[src/hdl/dhft_pkg.sv]
// Shared types, codes and constants of the double hash filter table core.
// Depends on nothing.
`default_nettype none

package dhft_pkg;

    localparam int MAX_LOG2_DEF = 12;
    localparam int ROUTES_W     = 13;
    localparam int CFG_ADDR_W   = 3;

    localparam logic [ROUTES_W-1:0] ROUTES_MAX    = 13'h1FFF;
    localparam logic [3:0]          SIZE_LOG2_RST = 4'd12;
    localparam logic                REG_SIZE_LOG2 = 1'b0;

    localparam logic OP_INSERT = 1'b0;
    localparam logic OP_REMOVE = 1'b1;

    typedef enum logic [1:0] {
        KIND_EMPTY = 2'd0,
        KIND_TOMB  = 2'd1,
        KIND_USED  = 2'd2
    } t_kind;

    typedef enum logic [1:0] {
        ST_DONE      = 2'd0,
        ST_FULL      = 2'd1,
        ST_NOT_FOUND = 2'd2,
        ST_LOOP      = 2'd3
    } t_status;

    typedef enum logic [2:0] {
        WR_ZERO  = 3'd0,
        WR_STORE = 3'd1,
        WR_INC   = 3'd2,
        WR_DEC   = 3'd3,
        WR_FINAL = 3'd4
    } t_wr;

    typedef enum logic [1:0] {
        SLOT_ZERO  = 2'd0,
        SLOT_IDX   = 2'd1,
        SLOT_MATCH = 2'd2
    } t_slot_sel;

    typedef struct packed {
        logic        kind;
        logic [15:0] owner_id;
        logic [63:0] addr_high;
        logic [63:0] addr_low;
        logic [11:0] start_index;
        logic [11:0] step;
    } t_in_item;

    typedef struct packed {
        logic [1:0]  status;
        logic [11:0] slot;
    } t_out_item;

    typedef struct packed {
        t_kind               kind;
        logic [15:0]         owner;
        logic [ROUTES_W-1:0] routes;
        logic [63:0]         addr_high;
        logic [63:0]         addr_low;
    } t_rec;

    typedef struct packed {
        logic      load;
        logic      clr;
        logic      adv;
        logic      rewind;
        logic      keep_match;
        logic      wr;
        t_wr       wr_mode;
        logic      out_load;
        t_status   out_status;
        t_slot_sel out_slot;
    } t_cmd;

    typedef struct packed {
        logic used;
        logic empty;
        logic match;
        logic wrap;
        logic next_is_match;
        logic at_start;
        logic clr_last;
    } t_stat;

endpackage

`default_nettype wire

[src/hdl/dhft_ctrl.sv]
// Controller of the double hash filter table: clear pass, probe, re-walk, finish.
// Depends on dhft_pkg; drives the datapath through t_cmd, reads t_stat.
`default_nettype none

module dhft_ctrl (
    input  wire logic           i_clk,
    input  wire logic           i_rst_n,
    input  wire logic           i_in_valid,
    input  wire logic           i_kind,
    output logic                o_in_ready,
    output logic                o_out_valid,
    input  wire logic           i_out_ready,
    input  wire dhft_pkg::t_stat i_stat,
    output dhft_pkg::t_cmd      o_cmd
);
    import dhft_pkg::*;

    typedef enum logic [5:0] {
        S_CLEAR = 6'b000001,
        S_IDLE  = 6'b000010,
        S_INS   = 6'b000100,
        S_REM   = 6'b001000,
        S_WALK  = 6'b010000,
        S_FIN   = 6'b100000
    } t_state;

    t_state r_state, n_state;
    logic   r_out_valid, n_out_valid;
    logic   busy;
    t_cmd   cmd;

    assign busy = r_out_valid && !i_out_ready;

    always_comb begin
        n_state        = r_state;
        cmd.load       = 1'b0;
        cmd.clr        = 1'b0;
        cmd.adv        = 1'b0;
        cmd.rewind     = 1'b0;
        cmd.keep_match = 1'b0;
        cmd.wr         = 1'b0;
        cmd.wr_mode    = WR_ZERO;
        cmd.out_load   = 1'b0;
        cmd.out_status = ST_DONE;
        cmd.out_slot   = SLOT_ZERO;
        o_in_ready     = 1'b0;
        unique case (r_state)
            S_CLEAR: begin
                cmd.clr     = 1'b1;
                cmd.wr      = 1'b1;
                cmd.wr_mode = WR_ZERO;
                if (i_stat.clr_last) begin
                    n_state = S_IDLE;
                end
            end
            S_IDLE: begin
                o_in_ready = 1'b1;
                if (i_in_valid) begin
                    cmd.load = 1'b1;
                    n_state  = (i_kind == OP_REMOVE) ? S_REM : S_INS;
                end
            end
            S_INS: begin
                priority if (!i_stat.used) begin
                    if (!busy) begin
                        cmd.wr         = 1'b1;
                        cmd.wr_mode    = WR_STORE;
                        cmd.out_load   = 1'b1;
                        cmd.out_status = ST_DONE;
                        cmd.out_slot   = SLOT_IDX;
                        n_state        = S_IDLE;
                    end
                end else if (i_stat.wrap) begin
                    if (!busy) begin
                        cmd.wr         = 1'b1;
                        cmd.wr_mode    = WR_INC;
                        cmd.out_load   = 1'b1;
                        cmd.out_status = ST_FULL;
                        n_state        = S_IDLE;
                    end
                end else begin
                    cmd.wr      = 1'b1;
                    cmd.wr_mode = WR_INC;
                    cmd.adv     = 1'b1;
                end
            end
            S_REM: begin
                priority if (i_stat.match) begin
                    cmd.keep_match = 1'b1;
                    if (i_stat.at_start) begin
                        n_state = S_FIN;
                    end else begin
                        cmd.rewind = 1'b1;
                        n_state    = S_WALK;
                    end
                end else if (i_stat.empty) begin
                    if (!busy) begin
                        cmd.out_load   = 1'b1;
                        cmd.out_status = ST_NOT_FOUND;
                        n_state        = S_IDLE;
                    end
                end else if (i_stat.wrap) begin
                    if (!busy) begin
                        cmd.out_load   = 1'b1;
                        cmd.out_status = ST_LOOP;
                        n_state        = S_IDLE;
                    end
                end else begin
                    cmd.adv = 1'b1;
                end
            end
            S_WALK: begin
                cmd.wr      = 1'b1;
                cmd.wr_mode = WR_DEC;
                if (i_stat.next_is_match) begin
                    n_state = S_FIN;
                end else begin
                    cmd.adv = 1'b1;
                end
            end
            S_FIN: begin
                if (!busy) begin
                    cmd.wr         = 1'b1;
                    cmd.wr_mode    = WR_FINAL;
                    cmd.out_load   = 1'b1;
                    cmd.out_status = ST_DONE;
                    cmd.out_slot   = SLOT_MATCH;
                    n_state        = S_IDLE;
                end
            end
            default: begin
                n_state = S_CLEAR;
            end
        endcase
    end

    always_comb begin
        if (cmd.out_load) begin
            n_out_valid = 1'b1;
        end else if (i_out_ready) begin
            n_out_valid = 1'b0;
        end else begin
            n_out_valid = r_out_valid;
        end
    end

    always_ff @(posedge i_clk) begin
        if (!i_rst_n) begin
            r_state     <= S_CLEAR;
            r_out_valid <= 1'b0;
        end else begin
            r_state     <= n_state;
            r_out_valid <= n_out_valid;
        end
    end

    assign o_out_valid = r_out_valid;
    assign o_cmd       = cmd;

endmodule

`default_nettype wire

[config.mk]
export PLATFORM = sky130hd
export DESIGN_NAME = dhft_ctrl
export DESIGN_NICKNAME = d
export VERILOG_FILES = /design/src/hdl/dhft_pkg.sv /design/src/hdl/dhft_ctrl.sv
export SDC_FILE = /design/constraint.sdc
export NUM_CORES = 1
export LEC_CHECK = 0
export BUFFER_PORTS_ARGS = -buffer_cell sky130_fd_sc_hd__buf_2
export CAP_MARGIN = 10
export CORE_MARGIN = 2
export CORE_UTILIZATION = 35
export CTS_BUF_LIST = sky130_fd_sc_hd__clkbuf_16
export DETAILED_ROUTE_END_ITERATION = 12
export GPL_ROUTABILITY_DRIVEN = 0
export SLEW_MARGIN = 0
export SYNTH_ARGS = -nofsm -noshare
export SYNTH_HDL_FRONTEND = slang
export SYNTH_SLANG_ARGS = --single-unit
[constraint.sdc]
create_clock -name i_clk -period 4.09 [get_ports i_clk]
set_input_delay 1.0225 -clock i_clk [delete_from_list [all_inputs] [get_ports i_clk]]
set_output_delay 1.0225 -clock i_clk [all_outputs]
set_load 0.02 [all_outputs]
==> metrics.log <==
[metrics] critical path data arrival time: 2010 ps
[metrics] CP max-delay cell: sky130_fd_sc_hd__a21oi_1
[metrics] critical-path cell list: buf_2, nand2b_1, o21ai_0, nor3_2, a21oi_1, inv_1, buf_2
[metrics] required time of the worst setup path: roughly 3100 ps
[metrics] final non-filler cell total: approximately 120
[metrics] number of filler instances in the final layout: around 150
[metrics] CP Class: in -> out
[metrics] internal power summed over all cells: 0.000246 W
[metrics] clock root buffer: sky130_fd_sc_hd__clkbuf_16
[metrics] Period Utilization, post-route: 0.740
[metrics] mean post-synth cell area: slightly below 8 um2
[metrics] final standard cell area without fillers: a little under 800 um2
[metrics] Least-Margin Pin Slew: around 320 ps
[metrics] total of buffers placed on input and output ports: 27
[metrics] routed len/inst: ~13 um
[metrics] origin of the worst setup path: i_out_ready
[metrics] overall fraction of global-route tracks in use: 0.188
[metrics] Synth top cells by count: sky130_fd_sc_hd__nor2_1 (9), sky130_fd_sc_hd__a21oi_1 (7), sky130_fd_sc_hd__dfxtp_1 (7)
[metrics] number of placed instances with taps included: around 110
[metrics] area enclosed by the die boundary: ~0.0020 mm2
[metrics] Syn Nets: 84
[metrics] TritonCTS clock tree: yes
[metrics] most frequent cell after synthesis: sky130_fd_sc_hd__nor2_1
[metrics] post-synthesis sequential element count: 7
[metrics] RSZ-0062 raised after global routing: false
[metrics] Die Y-Extent: 44.3 um
[metrics] CTS max path bufs: 2
[metrics] CP most frequent cell: sky130_fd_sc_hd__buf_2
[metrics] starting density of the core: 0.374
[metrics] predominant post-synthesis flop cell: sky130_fd_sc_hd__dfxtp_1
[metrics] proportion of layout cells with a drive suffix above 1: 0.396
[metrics] PostCTS Resize Cnt: 0
[metrics] Die W: approximately 44 um
[metrics] total DRC errors in the routed layout: 0
[metrics] overall overflow remaining after global route: 0
[metrics] synthesized area: between 500 and 600 um2
[metrics] WL final: between 1.5 and 2 mm
[metrics] cell leakage power: around 0.38 nW
[metrics] worst min path class: reg -> reg
[metrics] signed area change from the synthesized netlist to the final layout: 38.5%
[metrics] Synth cell types: 32
[metrics] HPWL reported at the end of detailed placement: about 1.2 mm
[metrics] worst reg2reg path startpoint: r_state[1]$_SDFFE_PN0P_
[metrics] Clock power frac: 0.450
[metrics] diodes inserted: 0
[metrics] max-cap viol count: 0
[metrics] final hold violation count: 0
[metrics] worst slack, placed: approximately 1000 ps
[metrics] vias in the first global route: 580
[metrics] start point of the worst hold path: o_out_valid$_SDFFE_PN0P_
[metrics] synthesized instance count: 72
[metrics] Fin Clk Skew: ~2.7 ps
[metrics] global-route wire length before repair: between 2 and 3 mm
[metrics] Multi-input gate area: slightly above 400 um2
[metrics] via/cell ratio: between 5 and 6
[metrics] number of top-level design ports: 28
[metrics] Max rail drop VDD: approximately 0.4 mV
[metrics] Worst-Skew Late Latency: ~230 ps
[metrics] area share of the largest cell type after synthesis: 0.246
[metrics] Yosys top cell by area: sky130_fd_sc_hd__dfxtp_1
[metrics] Worst setup SP type: primary input
[metrics] drt first-iter violations: 22
[metrics] maximum fanout encountered on the critical timing path: 6
[metrics] count of antenna-violating nets left after detailed routing: 0
[metrics] CTS sink count: 7
[metrics] relative slew slack: 0.787
[metrics] number of core rows: 14
[metrics] H-tree Lvls: 1
[metrics] fraction of power spent switching nets: 0.333
[metrics] count of cells along the worst register-to-register path: 5
[metrics] setup slack of the critical path after layout: roughly 1100 ps
[metrics] sequential share of the synthesized area: 0.246
[metrics] status: completed
[metrics] Psw: 0.000123 W
[metrics] antenna violations before repair: 0
[metrics] asr flop ratio synth: 0
[metrics] setup-violating endpoint count in the final report: 0
[metrics] number of cells traversed by the worst hold path: 2
[metrics] EDFF count, synth: 0
[metrics] hold buffer count at CTS: 0
[metrics] sequential cell area: 140 um2
[metrics] clock buffers created by TritonCTS: 3
[metrics] maximum cell stage delay along the critical path: around 230 ps
[metrics] area after detailed placement: between 700 and 800 um2
[metrics] Area contributors post-synth: sky130_fd_sc_hd__dfxtp_1 (25%), sky130_fd_sc_hd__nor4b_2 (7.9%), sky130_fd_sc_hd__a21oi_1 (6.2%)
[metrics] combinational power share: 0.304
[metrics] clock-pin transition on the worst setup and hold timing paths: around 40 ps
[metrics] fin. max-slew vios: 0
[metrics] Placeable Area: between 0.0015 and 0.002 mm2
[metrics] endpoint kind of the worst setup timing path: output pin
[metrics] number of post-CTS setup repair buffers: 0
[metrics] via count of the routed design: 648
[metrics] # nets final: 114
[metrics] Yosys warnings: 0
[metrics] maximum achievable frequency: approximately 0.33 GHz
[metrics] maximum number of pins on one net before global-route repair: 8
[metrics] Seq pwr share: 0.245
[metrics] accumulated negative setup slack: 0 ps
[metrics] first-pass iteration count of the detailed router: 4
[metrics] time the worst path needs with I/O delays and setup: a little over 3000 ps
[metrics] total power divided by cell area: 468 mW/mm2
==> cells in the final DEF (no fill, tap or decap) <==
cell type and instances:
sky130_fd_sc_hd__dfxtp_1 7, sky130_fd_sc_hd__nor3_2 2, sky130_fd_sc_hd__a21boi_0 1, sky130_fd_sc_hd__nand2_1 5, sky130_fd_sc_hd__nor3_1 3, sky130_fd_sc_hd__a22oi_1 1, sky130_fd_sc_hd__nor2_1 9, sky130_fd_sc_hd__and3_1 1
sky130_fd_sc_hd__inv_1 4, sky130_fd_sc_hd__o211ai_1 2, sky130_fd_sc_hd__nand3_1 2, sky130_fd_sc_hd__o2111ai_2 1, sky130_fd_sc_hd__and2_1 1, sky130_fd_sc_hd__a21oi_1 7, sky130_fd_sc_hd__nand3b_1 2, sky130_fd_sc_hd__or2b_1 1
sky130_fd_sc_hd__and2b_2 1, sky130_fd_sc_hd__a211oi_1 1, sky130_fd_sc_hd__a21oi_2 1, sky130_fd_sc_hd__o21a_1 1, sky130_fd_sc_hd__nor4_2 1, sky130_fd_sc_hd__nor4_1 1, sky130_fd_sc_hd__o22ai_1 1, sky130_fd_sc_hd__nand2b_1 2
sky130_fd_sc_hd__nor2b_1 2, sky130_fd_sc_hd__o21ai_0 4, sky130_fd_sc_hd__buf_2 27, sky130_fd_sc_hd__nor4b_2 3, sky130_fd_sc_hd__o311ai_2 1, sky130_fd_sc_hd__or4_1 1, sky130_fd_sc_hd__or4b_1 1, sky130_fd_sc_hd__xor2_1 1
sky130_fd_sc_hd__clkbuf_16 3
==> flip-flops by register name, summed over array words and instances (netlist names) <==
| name | cells |
|---|---|
| o_out_valid | 1 |
| r_state | 6 |
==> worst max-delay path: cells and delay by family <==
| family | cells | cell delay (ps) |
|---|---|---|
| buffers and inverters | 3 | 320 |
| AO/OA/AOI/OAI | 2 | 390 |
| AND/OR/NAND/NOR | 2 | 270 |
==> stage by stage <==
| stage | hold WS, ps | power, W | util |
|---|---|---|---|
| after CTS | 636 | 0.000371 | 0.517 |
| after global placement | 619 | 0.000202 | 0.466 |
| after global routing | 663 | 0.000390 | 0.517 |
| after floorplan | 665 | 0.000169 | - |
| final | 631 | 0.000369 | 0.517 |
| after detailed placement | 628 | 0.000204 | 0.466 |
==> final timing paths <==
path                                                 end  slack [ps]
worst max-delay path                            o_cmd[4]        1060
worst min-delay path            o_out_valid$_SDFFE_PN0P_         630
worst max register to register   r_state[5]$_SDFFE_PN0P_        2400
worst min register to register  o_out_valid$_SDFFE_PN0P_         630
==> per-layer routing <==
layer  GRT usage  part of all wire
met5           0                 0
met4       0.121             0.019
met3      0.0490             0.056
met2       0.247              0.44
met1       0.267              0.48
==> cell type report <==
cell class,instances,area share
clock buffer,3,0.0952
clock inverter,1,0.00476
inverter,3,0.0143
multi-input combinational,60,0.511
sequential,7,0.178
tap,16,0.0254
timing repair buffer,27,0.171
==> cells by family after synthesis <==
family,count (synthesis),share of synthesized area
and+or+nand+nor,38,0.435
AOI/OAI and AO/OA,21,0.257
DFF,7,0.246
buffers and inverters,5,0.0461
xor gates and xnor gates,1,0.0154
==> power by group through the flow <==
stage / clock, W / sequential [W] / combinational [W]
floorplan: 0 / 0.0000891 / 0.0000796
global placement: 0 / 0.0000911 / 0.000111
detailed placement: 0 / 0.0000917 / 0.000112
CTS: 0.000168 / 0.0000906 / 0.000113
global route: 0.000173 / 0.0000929 / 0.000125
finish: 0.000166 / 0.0000905 / 0.000112
No activity file was read; power rests on OpenSTA's default activity.
